## config.mk

```make
export PLATFORM = sky130hd
export DESIGN_NAME = pid_position_controller
export DESIGN_NICKNAME = d
export VERILOG_FILES = /design/src/rtl/pidpc_pkg.sv /design/src/rtl/pidpc_front.sv /design/src/rtl/pidpc_back.sv /design/src/rtl/pid_position_controller.sv
export VERILOG_INCLUDE_DIRS = /design/src /design/src/rtl
export SDC_FILE = /design/constraint.sdc
export NUM_CORES = 2
export LEC_CHECK = 0
export BUFFER_PORTS_ARGS = -buffer_cell sky130_fd_sc_hd__buf_4
export CORE_UTILIZATION = 30
export DETAILED_ROUTE_END_ITERATION = 12
export PLACE_DENSITY = 0.5
export RECOVER_POWER = 50
export REMOVE_ABC_BUFFERS = 1
export SYNTH_ARGS = -nofsm -noshare
export SYNTH_HDL_FRONTEND = slang
export SYNTH_HIERARCHICAL = 1
export SYNTH_SLANG_ARGS = --single-unit
export TNS_END_PERCENT = 100
```

## constraint.sdc

```tcl
create_clock -name clk -period 15.76 [get_ports clk]
set_clock_uncertainty 0.15 [all_clocks]
set_input_delay 1.576 -clock clk [delete_from_list [all_inputs] [get_ports clk]]
set_output_delay 1.576 -clock clk [all_outputs]
set_load 0.02 [all_outputs]
```

## src/rtl/pid_position_controller_macros.svh

```systemverilog
// Assertion macros for the file that carries concurrent checks.
// Every macro samples on clk and is quiet while rst_n is low.
`ifndef PID_POSITION_CONTROLLER_MACROS_SVH
`define PID_POSITION_CONTROLLER_MACROS_SVH

// The consequent must hold in the same cycle as the antecedent.
`define PIDPC_ASSERT_NOW(label, pre, post, msg) \
  label: assert property (@(posedge clk) disable iff (!rst_n) (pre) |-> (post)) \
    else $error(msg);

// The consequent must hold in the cycle after the antecedent.
`define PIDPC_ASSERT_NEXT(label, pre, post, msg) \
  label: assert property (@(posedge clk) disable iff (!rst_n) (pre) |=> (post)) \
    else $error(msg);

`endif

```

## src/rtl/pidpc_pkg.sv

```systemverilog
`timescale 1ns / 1ps

package pidpc_pkg;

  // Configuration register indexes
  typedef logic [2:0] cfg_idx_t;

  localparam cfg_idx_t REG_KP       = 3'd0;
  localparam cfg_idx_t REG_KI_DT    = 3'd1;
  localparam cfg_idx_t REG_KD_DT    = 3'd2;
  localparam cfg_idx_t REG_DEADBAND = 3'd3;
  localparam cfg_idx_t REG_ILIMITS  = 3'd4;
  localparam cfg_idx_t REG_OLIMITS  = 3'd5;
  localparam cfg_idx_t REG_DLIMIT   = 3'd6;

  localparam int CFG_DW  = 32;
  localparam int GAIN_W  = 24;
  localparam int DB_W    = 16;
  localparam int LIM_W   = 16;
  localparam int DLIM_W  = 15;
  localparam int DRIVE_W = 16;

  // Limit pair in integer units, always held with lo <= hi.
  typedef struct packed {
    logic signed [LIM_W-1:0] lo;
    logic signed [LIM_W-1:0] hi;
  } lim_t;

  typedef struct packed {
    logic signed [GAIN_W-1:0] kp;
    logic signed [GAIN_W-1:0] ki_dt;
    logic signed [GAIN_W-1:0] kd_dt;
    logic        [DB_W-1:0]   deadband;
    lim_t                     ilim;
    lim_t                     olim;
    logic        [DLIM_W-1:0] d_limit;
  } cfg_t;

  localparam lim_t LIM_RESET = '{lo: 16'sh8000, hi: 16'sh7FFF};

  // Splits a written limit word into its pair and puts a reversed pair in order.
  function automatic lim_t lim_decode(input logic [CFG_DW-1:0] word);
    logic signed [LIM_W-1:0] a;
    logic signed [LIM_W-1:0] b;
    lim_t                    res;
    a = $signed(word[LIM_W-1:0]);
    b = $signed(word[2*LIM_W-1:LIM_W]);
    if (a > b) begin
      res.lo = b;
      res.hi = a;
    end else begin
      res.lo = a;
      res.hi = b;
    end
    return res;
  endfunction

endpackage

```

## src/rtl/pidpc_front.sv

```systemverilog
`timescale 1ns / 1ps

module pidpc_front #(
  parameter int SAMPLE_BITS = 16
) (
  input  logic                                            clk,
  input  logic                                            rst_n,
  input  logic                                            load,
  input  logic                                            restart,
  input  logic signed [SAMPLE_BITS-1:0]                   setpoint,
  input  logic signed [SAMPLE_BITS-1:0]                   measurement,
  input  pidpc_pkg::cfg_t                                 cfg,
  output logic                                            restart_r,
  output logic signed [pidpc_pkg::GAIN_W+SAMPLE_BITS:0]   p_prod_r,
  output logic signed [pidpc_pkg::GAIN_W+SAMPLE_BITS:0]   i_prod_r,
  output logic signed [pidpc_pkg::GAIN_W+SAMPLE_BITS:0]   d_prod_r
);

  localparam int EW = SAMPLE_BITS + 1;
  localparam int PW = pidpc_pkg::GAIN_W + EW;
  localparam int CW = (EW > pidpc_pkg::DB_W) ? EW : pidpc_pkg::DB_W;

  logic                          have_prev_r;
  logic signed [SAMPLE_BITS-1:0] prev_meas_r;

  logic signed [EW-1:0]          err;
  logic        [EW-1:0]          mag;
  logic signed [EW-1:0]          err_db;
  logic signed [SAMPLE_BITS-1:0] prev_eff;
  logic signed [EW-1:0]          diff;
  logic signed [PW-1:0]          p_prod;
  logic signed [PW-1:0]          i_prod;
  logic signed [PW-1:0]          d_prod;

  assign err = EW'(setpoint) - EW'(measurement);
  assign mag = err[EW-1] ? EW'(-err) : EW'(err);

  always_comb begin
    err_db = err;
    if ((cfg.deadband != '0) && (CW'(mag) < CW'(cfg.deadband))) begin
      err_db = '0;
    end
  end

  // With no earlier measurement the current one stands in, so the change is zero.
  assign prev_eff = have_prev_r ? prev_meas_r : measurement;
  assign diff     = EW'(measurement) - EW'(prev_eff);

  assign p_prod = cfg.kp * err_db;
  assign i_prod = cfg.ki_dt * err_db;
  assign d_prod = cfg.kd_dt * diff;

  // Both kinds of request leave the measurement behind as the previous one.
  always_ff @(posedge clk) begin
    if (!rst_n) begin
      have_prev_r <= 1'b0;
      prev_meas_r <= '0;
    end else if (load) begin
      have_prev_r <= 1'b1;
      prev_meas_r <= measurement;
    end
  end

  always_ff @(posedge clk) begin
    if (load) begin
      restart_r <= restart;
      p_prod_r  <= p_prod;
      i_prod_r  <= i_prod;
      d_prod_r  <= d_prod;
    end
  end

endmodule

```

## src/rtl/pidpc_back.sv

```systemverilog
`timescale 1ns / 1ps

module pidpc_back #(
  parameter int SAMPLE_BITS = 16,
  parameter int FRAC_BITS   = 16
) (
  input  logic                                          clk,
  input  logic                                          rst_n,
  input  logic                                          load,
  input  logic                                          restart,
  input  logic signed [pidpc_pkg::GAIN_W+SAMPLE_BITS:0] p_prod,
  input  logic signed [pidpc_pkg::GAIN_W+SAMPLE_BITS:0] i_prod,
  input  logic signed [pidpc_pkg::GAIN_W+SAMPLE_BITS:0] d_prod,
  input  pidpc_pkg::cfg_t                               cfg,
  output logic signed [pidpc_pkg::DRIVE_W-1:0]          drive_r
);

  localparam int PW = pidpc_pkg::GAIN_W + SAMPLE_BITS + 1;
  localparam int IW = pidpc_pkg::LIM_W + FRAC_BITS;
  localparam int W  = ((PW > IW) ? PW : IW) + 3;

  logic signed [IW-1:0] integ_r;
  logic signed [IW-1:0] integ_nxt;

  logic signed [W-1:0] ilo, ihi, olo, ohi, dlim;
  logic signed [W-1:0] isum, inew, dneg, dcl, tot, tcl;

  assign ilo  = W'($signed({cfg.ilim.lo, {FRAC_BITS{1'b0}}}));
  assign ihi  = W'($signed({cfg.ilim.hi, {FRAC_BITS{1'b0}}}));
  assign olo  = W'($signed({cfg.olim.lo, {FRAC_BITS{1'b0}}}));
  assign ohi  = W'($signed({cfg.olim.hi, {FRAC_BITS{1'b0}}}));
  assign dlim = W'($signed({1'b0, cfg.d_limit, {FRAC_BITS{1'b0}}}));

  assign isum = W'(integ_r) + W'(i_prod);
  assign inew = (isum < ilo) ? ilo : ((isum > ihi) ? ihi : isum);

  assign dneg = -W'(d_prod);

  always_comb begin
    dcl = dneg;
    if (cfg.d_limit != '0) begin
      if (dneg < -dlim) begin
        dcl = -dlim;
      end else if (dneg > dlim) begin
        dcl = dlim;
      end
    end
  end

  assign tot = W'(p_prod) + inew + dcl;
  assign tcl = (tot < olo) ? olo : ((tot > ohi) ? ohi : tot);

  // The clamped integrator always fits the limit range, so the narrowing is lossless.
  assign integ_nxt = restart ? '0 : $signed(inew[IW-1:0]);

  always_ff @(posedge clk) begin
    if (!rst_n) begin
      integ_r <= '0;
    end else if (load) begin
      integ_r <= integ_nxt;
    end
  end

  // An arithmetic shift of the clamped sum gives the floored integer part.
  always_ff @(posedge clk) begin
    if (load) begin
      drive_r <= restart ? '0 : $signed(tcl[FRAC_BITS +: pidpc_pkg::DRIVE_W]);
    end
  end

endmodule

```

## src/rtl/pid_position_controller.sv

```systemverilog
`timescale 1ns / 1ps
// A request taken on in_fire has its products registered in the first stage; the drive
// is registered in the second stage when the result register is empty or being taken.
// One request per cycle while out_tready holds; the multipliers sit in the first stage and the
// integrator add and clamp close their loop within the second stage.
// Reset (synchronous, rst_n low) clears the configuration to its defaults, the integrator,
// the measurement history and both stage valids.

`include "pid_position_controller_macros.svh"

module pid_position_controller #(
  parameter int SAMPLE_BITS = 16,
  parameter int FRAC_BITS   = 16
) (
  input  logic                                   clk,
  input  logic                                   rst_n,
  // Input stream
  input  logic                                   in_tvalid,
  output logic                                   in_tready,
  input  logic [((2*SAMPLE_BITS+7)/8)*8-1:0]     in_tdata,  // setpoint, measurement
  input  logic                                   in_tuser,  // req_type
  // Result stream
  output logic                                   out_tvalid,
  input  logic                                   out_tready,
  output logic [pidpc_pkg::DRIVE_W-1:0]          out_tdata, // drive
  // Configuration writes
  input  logic                                   cfg_wen,
  input  pidpc_pkg::cfg_idx_t                    cfg_index,
  input  logic [pidpc_pkg::CFG_DW-1:0]           cfg_wdata
);

  localparam int PW = pidpc_pkg::GAIN_W + SAMPLE_BITS + 1;

  pidpc_pkg::cfg_t cfg_r;

  logic s1_valid_r;
  logic out_valid_r;
  logic in_fire;
  logic s2_load;

  logic                                  s1_restart;
  logic signed [PW-1:0]                  p_prod, i_prod, d_prod;
  logic signed [pidpc_pkg::DRIVE_W-1:0]  drive;

  // Configuration registers; limit pairs are stored already in order.
  always_ff @(posedge clk) begin
    if (!rst_n) begin
      cfg_r.kp       <= '0;
      cfg_r.ki_dt    <= '0;
      cfg_r.kd_dt    <= '0;
      cfg_r.deadband <= '0;
      cfg_r.ilim     <= pidpc_pkg::LIM_RESET;
      cfg_r.olim     <= pidpc_pkg::LIM_RESET;
      cfg_r.d_limit  <= '0;
    end else if (cfg_wen) begin
      unique case (cfg_index)
        pidpc_pkg::REG_KP:       cfg_r.kp       <= $signed(cfg_wdata[pidpc_pkg::GAIN_W-1:0]);
        pidpc_pkg::REG_KI_DT:    cfg_r.ki_dt    <= $signed(cfg_wdata[pidpc_pkg::GAIN_W-1:0]);
        pidpc_pkg::REG_KD_DT:    cfg_r.kd_dt    <= $signed(cfg_wdata[pidpc_pkg::GAIN_W-1:0]);
        pidpc_pkg::REG_DEADBAND: cfg_r.deadband <= cfg_wdata[pidpc_pkg::DB_W-1:0];
        pidpc_pkg::REG_ILIMITS:  cfg_r.ilim     <= pidpc_pkg::lim_decode(cfg_wdata);
        pidpc_pkg::REG_OLIMITS:  cfg_r.olim     <= pidpc_pkg::lim_decode(cfg_wdata);
        pidpc_pkg::REG_DLIMIT:   cfg_r.d_limit  <= cfg_wdata[pidpc_pkg::DLIM_W-1:0];
        default: begin
        end
      endcase
    end
  end

  // The result register loads from a full first stage whenever it is empty or being taken,
  // and the first stage refills behind it in the same cycle.
  assign s2_load   = s1_valid_r && (!out_valid_r || out_tready);
  assign in_tready = !s1_valid_r || s2_load;
  assign in_fire   = in_tvalid && in_tready;

  always_ff @(posedge clk) begin
    if (!rst_n) begin
      s1_valid_r  <= 1'b0;
      out_valid_r <= 1'b0;
    end else begin
      if (in_fire) begin
        s1_valid_r <= 1'b1;
      end else if (s2_load) begin
        s1_valid_r <= 1'b0;
      end
      if (s2_load) begin
        out_valid_r <= 1'b1;
      end else if (out_tready) begin
        out_valid_r <= 1'b0;
      end
    end
  end

  pidpc_front #(
    .SAMPLE_BITS(SAMPLE_BITS)
  ) u_front (
    .clk        (clk),
    .rst_n      (rst_n),
    .load       (in_fire),
    .restart    (in_tuser),
    .setpoint   ($signed(in_tdata[SAMPLE_BITS-1:0])),
    .measurement($signed(in_tdata[2*SAMPLE_BITS-1:SAMPLE_BITS])),
    .cfg        (cfg_r),
    .restart_r  (s1_restart),
    .p_prod_r   (p_prod),
    .i_prod_r   (i_prod),
    .d_prod_r   (d_prod)
  );

  pidpc_back #(
    .SAMPLE_BITS(SAMPLE_BITS),
    .FRAC_BITS  (FRAC_BITS)
  ) u_back (
    .clk    (clk),
    .rst_n  (rst_n),
    .load   (s2_load),
    .restart(s1_restart),
    .p_prod (p_prod),
    .i_prod (i_prod),
    .d_prod (d_prod),
    .cfg    (cfg_r),
    .drive_r(drive)
  );

  assign out_tvalid = out_valid_r;
  assign out_tdata  = drive;

  `PIDPC_ASSERT_NEXT(a_restart_zero, s2_load && s1_restart, out_tdata == '0, "restart request gave a nonzero drive")
  `PIDPC_ASSERT_NOW(a_ready_blocked, !in_tready, s1_valid_r && out_valid_r && !out_tready, "input stalled without a full pipeline")
  `PIDPC_ASSERT_NOW(a_out_source, $rose(out_tvalid), $past(s1_valid_r), "result appeared without a request in the first stage")

endmodule
```

Word level (Yosys, flattened, before mapping) --
Cells that the tools add are included.
Operators by class: add/subtract/negate cells 8, $mul 3, $lt $le $gt $ge 8, equality and inequality tests 6, muxes and demuxes 16, reductions and logical operators 19
Operators by type and width (count):
- $mux W44 | 5
- $mux W32 | 4
- $mul A24 B17 Y41 | 3
- $gt A44 B32 Y1 | 2
- $add A41 B44 Y44 | 1
- $add A44 B44 Y44 | 1
- $lt A44 B32 Y1 | 1
- $lt A44 B44 Y1 | 1
- $neg A31 Y44 | 1
- $neg A41 Y44 | 1
- $add A32 B41 Y42 | 1
- $gt A42 B32 Y1 | 1
- $lt A42 B32 Y1 | 1
- $mux W17 | 2
- $sub A16 B16 Y17 | 2
- $lt A17 B16 Y1 | 1
- $neg A17 Y17 | 1
- $gt A16 B16 Y1 | 1
- $mux W16 | 1
- $reduce_bool A16 Y1 | 1
- $reduce_bool A15 Y1 | 1
- $reduce_and A2 Y1 | 7
- $eq A3 B3 Y1 const B | 3
- $eq A3 B2 Y1 const B | 2
- 7 further kinds | 15
Word-level totals: flip-flop bits (word level) 358, output and inout bits 18

Longest topological paths before layout --
depth after elaboration 9, gate-level depth with buffers 50, gate-level depth less buffers 47

Cells and area by module --
The synthesis kept the hierarchy.
Modules (own cells, without submodules):
- pidpc_front | times used 1, cells each 5259, area each 50480.9 um2
- pidpc_back | times used 1, cells each 1823, area each 13749.4 um2
- pid_position_controller | times used 1, cells each 897, area each 7423.4 um2

Worst setup path after synthesis --
Ideal clock, no wire load.
kind flip-flop to flip-flop, start reg u_front/i_prod_r[0] (netlist name), end reg u_back/drive_r[12] (netlist name), data pin, library setup time 0.271 ns, arrival time 11.241 ns, slack 4.098 ns, cell stages (with the launch flop) 50, path buffers 4, clock period less this slack 11.662 ns, cells stage by stage edfxtp_1 > ha_1 > fa_1 > nand3_1 > a21oi_1 > o2111a_1 > o211a_1 > o2111ai_1 > a21oi_1 > a31oi_1 > o21ai_0 > xnor2_1 > ha_1 > nand4_1 > nor4_1 > nand2_1 > or4_1 > or4_1 > [14 not listed] > o31ai_1 > a21oi_1 > o31a_1 > and2_1 > o21ai_0 > xnor2_1 > ha_1 > nand4b_1 > or4_1 > nor4_1 > nand4_1 > nor4_1 > o2111a_1 > nand4_1 > nand3_1 > clkbuf_1 > mux2i_1 > o22ai_1
On the way: word-level cells in the longest chain between the ends 9, elaborated cells between the ends (all ways) 11, those cells by class add/sub: 3; order compare: 4; mux: 4
RTL lines:
- from (decl) | line pidpc_front.sv:15 | output logic signed [pidpc_pkg::GAIN_W+SAMPLE_BITS:0] i_prod_r,
- from (signal assigned) | line pidpc_front.sv:68 | i_prod_r <= i_prod;
- $add A32 B41 Y42 (*) | line pidpc_back.sv:34 | assign isum = W'(integ_r) + W'(i_prod);
- $gt A42 B32 Y1 | line pidpc_back.sv:35 | assign inew = (isum < ilo) ? ilo : ((isum > ihi) ? ihi : isum);
- $mux W44 | line pidpc_back.sv:35
- $mux W44 (*) | line pidpc_back.sv:35
- $add A41 B44 Y44 (*) | line pidpc_back.sv:50 | assign tot = W'(p_prod) + inew + dcl;
- $add A44 B44 Y44 (*) | line pidpc_back.sv:50
- $gt A44 B32 Y1 | line pidpc_back.sv:51 | assign tcl = (tot < olo) ? olo : ((tot > ohi) ? ohi : tot);
- $mux W32 | line pidpc_back.sv:51
- $mux W32 (*) | line pidpc_back.sv:51
- to (signal assigned) | line pidpc_back.sv:67 | drive_r <= restart ? '0 : $signed(tcl[FRAC_BITS +: pidpc_pkg::DRIVE_W]);
- to (decl) | line pidpc_back.sv:15 | output logic signed [pidpc_pkg::DRIVE_W-1:0] drive_r
Every way passes the cells marked *; elsewhere a longest branch is shown, timed or not. A chain may end at the register's enable or synchronous reset.

Worst setup path after layout --
start reg u_front/i_prod_r[0] (netlist name), end reg u_back/drive_r[5] (netlist name), data pin
The elaborated chain is that of the path after synthesis.

==> results.json <==
{
  "grt_setup_unrepaired": "no",
  "seq_power_share_pct": 10.0,
  "drive_above_1_share_pct": 5.20,
  "share_of_synthesized_registers_carrying_an_async_set_or_reset_pct": 0,
  "crit_reg_reg_endpoint": "u_back/drive_r[5]",
  "total_switching_power_uw": 7760,
  "setup.worst_path.end_class": "flop",
  "power.ir.vdd_worst_v": 0.000477,
  "quantity_of_i_o_buffers_inserted_on_ports": 90,
  "grt_pass1_vias": 58200,
  "vias": 55900,
  "groute.usage.overall_pct": 19.4,
  "tritoncts_clock_tree": "yes",
  "cts_hold_repair.buffers": 0,
  "synth_top_area_share_pct": 34.9,
  "post-route-min-period_ps": 14510,
  "cts_post_setup_buffers_inserted": 0,
  "synthesis.instances": 7979,
  "syn_to_final_growth_pct": 7.86,
  "path_class": "reg -> reg",
  "synth-main-ff-cell": "dfxtp_1",
  "cts.reportedPaths.clkPinSlew_ps": 60,
  "total_leakage_power_uw": 0.0358,
  "die_width_um": 491,
  "clk_path_buf_depth": 3,
  "finalMaxSlewViolations": 373,
  "floorplan.rows": 179,
  "ioPinCount": 91,
  "worstSkewPairLatency_ps": 630,
  "max_cap_viol_count": 9,
  "synthMostInstantiatedCell": "inv_1",
  "timing_worst_slew_pin_value_ps": 4370,
  "grt_antenna_before_repair": 24,
  "timing.critical_path.from": "u_front/i_prod_r[0]",
  "p_sw_share_pct": 55.4,
  "initialDrtViolationCount": 3904,
  "hold_path_startpoint": "cfg_r[14]",
  "outcome": "finished, violations left",
  "drcViolationCount": 0,
  "cts_max_level": 2,
  "critical_path.max_fanout": 17,
  "reg2reg_setup_slack_ps": 1250,
  "cp.arrival_ps": 14730,
  "crit-reg2reg-launch": "u_front/i_prod_r[0]",
  "final_net_count": 9764,
  "yosys.cell_types.count": 102,
  "ys_top_cells_by_area": "fa_1 (35%), ha_1 (10%), inv_1 (7.6%)",
  "avgViaCountPerCell": 5.06,
  "synthTopCellsByCount": "inv_1 (1448), fa_1 (1250), nand2_1 (850)",
  "hold_violations": 0,
  "endpoint": "u_back/drive_r[5]",
  "cts-buffers-inserted": 46,
  "maximum_number_of_pins_on_one_net_before_global_route_repair": 109,
  "critical_path.startpoint_type": "flop",
  "crit_slowest_cell": "o311ai_0",
  "powerDensity_nw_per_um2": 181,
  "synth-seq-area-share_pct": 12.0,
  "count_of_state_elements_after_synthesis": 358,
  "final.period_utilization_pct": 92.1,
  "hpwlAfterDp_um": 186000,
  "clock-sinks": 358,
  "dieArea_um2": 241000,
  "grt_overflow_total": 0,
  "floorplan.initialDensity_pct": 30.2,
  "detailedRoute.firstPassIterationCount": 8,
  "wl_per_cell_um": 21.3,
  "ctsResizeCount": 0,
  "fin_tns_setup_ps": 0,
  "gp_congestion": 0.904,
  "synth.cell_area_um2": 71700,
  "routed_wirelength_um": 235000,
  "critPathRequiredTime_ps": 15980,
  "setup_violations": 0,
  "combinational_power_share_pct": 82.2,
  "r2r_cells": 47,
  "placement.cell_area_um2": 75900,
  "ctsRootBufferMaster": "clkbuf_16",
  "synth_enable_flop_cells": 140,
  "final_cell_area_um2": 77300,
  "synth.largest_area_cell": "fa_1",
  "violations_in_the_final_reports": "capacitance limit, slew limit",
  "placeableCoreArea_um2": 238000,
  "yosysWarnings": 6,
  "slew-limit-headroom_pct": -191,
  "antenna_left": 0,
  "cp_slowest_stage_delay_ps": 1040,
  "wire_length_of_the_first_global_routing_pass_um": 360000,
  "clock.fmax_mhz": 68.9,
  "whs_path_depth": 2,
  "hold_path.class": "reg -> reg",
  "power_report.internal_total_uw": 6250,
  "clkPwrFrac_pct": 7.7,
  "avgSynthCellArea_um2": 8.98,
  "fp.dieH_um": 491
}
-- final cells by class --
cell class	instances	area (um^2)
antenna	7	17.5
multi-input combinational	5790	56400
sequential	358	8570
timing repair buffer	200	1420
tap	3167	3960
inverter	1448	5440
clock buffer	58	1320
fill	24800	160000
clock inverter	26	188
-- registers in the layout, summed over array words and instances, names as in the netlist --
| register | count |
|---|---|
| u_front/d_prod_r | 41 |
| s1_valid_r | 1 |
| cfg_r | 167 |
| u_back/integ_r | 32 |
| u_front/restart_r | 1 |
| u_front/prev_meas_r | 16 |
| u_front/i_prod_r | 41 |
| u_front/have_prev_r | 1 |
| u_front/p_prod_r | 41 |
| u_back/drive_r | 16 |
| out_tvalid | 1 |
-- through the flow --
| stage | power (uW) | util, % | worst slack (ps) | hold WS [ps] | cells |
|---|---|---|---|---|---|
| after floorplan | 9230 | - | -6240 | 279 | 7596 |
| after global placement | 12700 | 31.9 | 1480 | 302 | 11000 |
| after detailed placement | 12900 | 31.9 | 1350 | 307 | 11000 |
| after CTS | 14000 | 32.6 | 1270 | 316 | 11000 |
| after global routing | 15300 | 32.5 | 360 | 345 | 11000 |
| final | 14000 | 32.5 | 1250 | 317 | 11100 |
-- placed cells by master (no fill, tap or decap), drive strengths merged, types with 61 or more instances in the layout --
cell,synthesis,final
a211oi,62,62
and3,129,129
a31oi,64,64
inv,1448,1454
xnor2,209,209
a21oi,259,259
and2,342,342
clkbuf,316,85
fa,1250,1250
nor3,148,148
ha,597,597
edfxtp,140,140
nor3b,135,135
a21o,125,125
nand2,854,854
a21boi,111,111
xor2,66,66
nand3,273,273
nor2b,121,121
buf,67,173
nand2b,61,61
dfxtp,218,218
o21ai,224,224
nor2,206,206
-- logic make-up (layout without fill, tap and decap cells) --
family / after synthesis / count (layout) / synth area share (%)
xor+xnor: 275 / 275 / 3.36
flops: 358 / 358 / 12.0
compound gates: 1154 / 1154 / 10.8
mux: 65 / 65 / 0.924
simple gates: 2449 / 2449 / 17.8
other cells: 0 / 7 / 0
fa+ha+maj: 1847 / 1847 / 45.3
buf+inv: 1831 / 1732 / 9.84
-- worst max-delay path, delay by kind of cell (launching register included) --
kind / cells / cell delay (ps)
xor+xnor: 1 / 140
mux: 1 / 220
flops: 1 / 370
fa+ha+maj: 7 / 2350
simple gates: 19 / 5410
compound gates: 15 / 4910
buf+inv: 4 / 680
-- power by group through the flow --
stage                     combinational, uW  sequential [uW]  clock, uW
after global placement                11300             1430          0
after floorplan                        7840             1390          0
after detailed placement              11400             1430          0
final                                 11500             1410       1090
after global routing                  12700             1420       1140
after CTS                             11500             1410       1110
-- worst min-delay path by stage --
stage,to,slack (ps)
floorplan,u_back/integ_r[17],280
global placement,cfg_r[1],300
detailed placement,cfg_r[1],310
CTS,cfg_r[1],320
global route,u_back/integ_r[11],350
finish,cfg_r[14],320
-- per-layer routing --
metal | part of all wire [%] | GRT usage [%] | wire length (um) | up-vias
met5 | 0 | 0 | 0 | -
met4 | 2.9 | 5.42 | 6840 | 0
met3 | 4.7 | 1.79 | 11000 | 243
met2 | 47 | 32.1 | 111000 | 1421
met1 | 45 | 26.9 | 106000 | 28800
li1 | - | - | - | 25500
(Power assumes the default switching activity.)
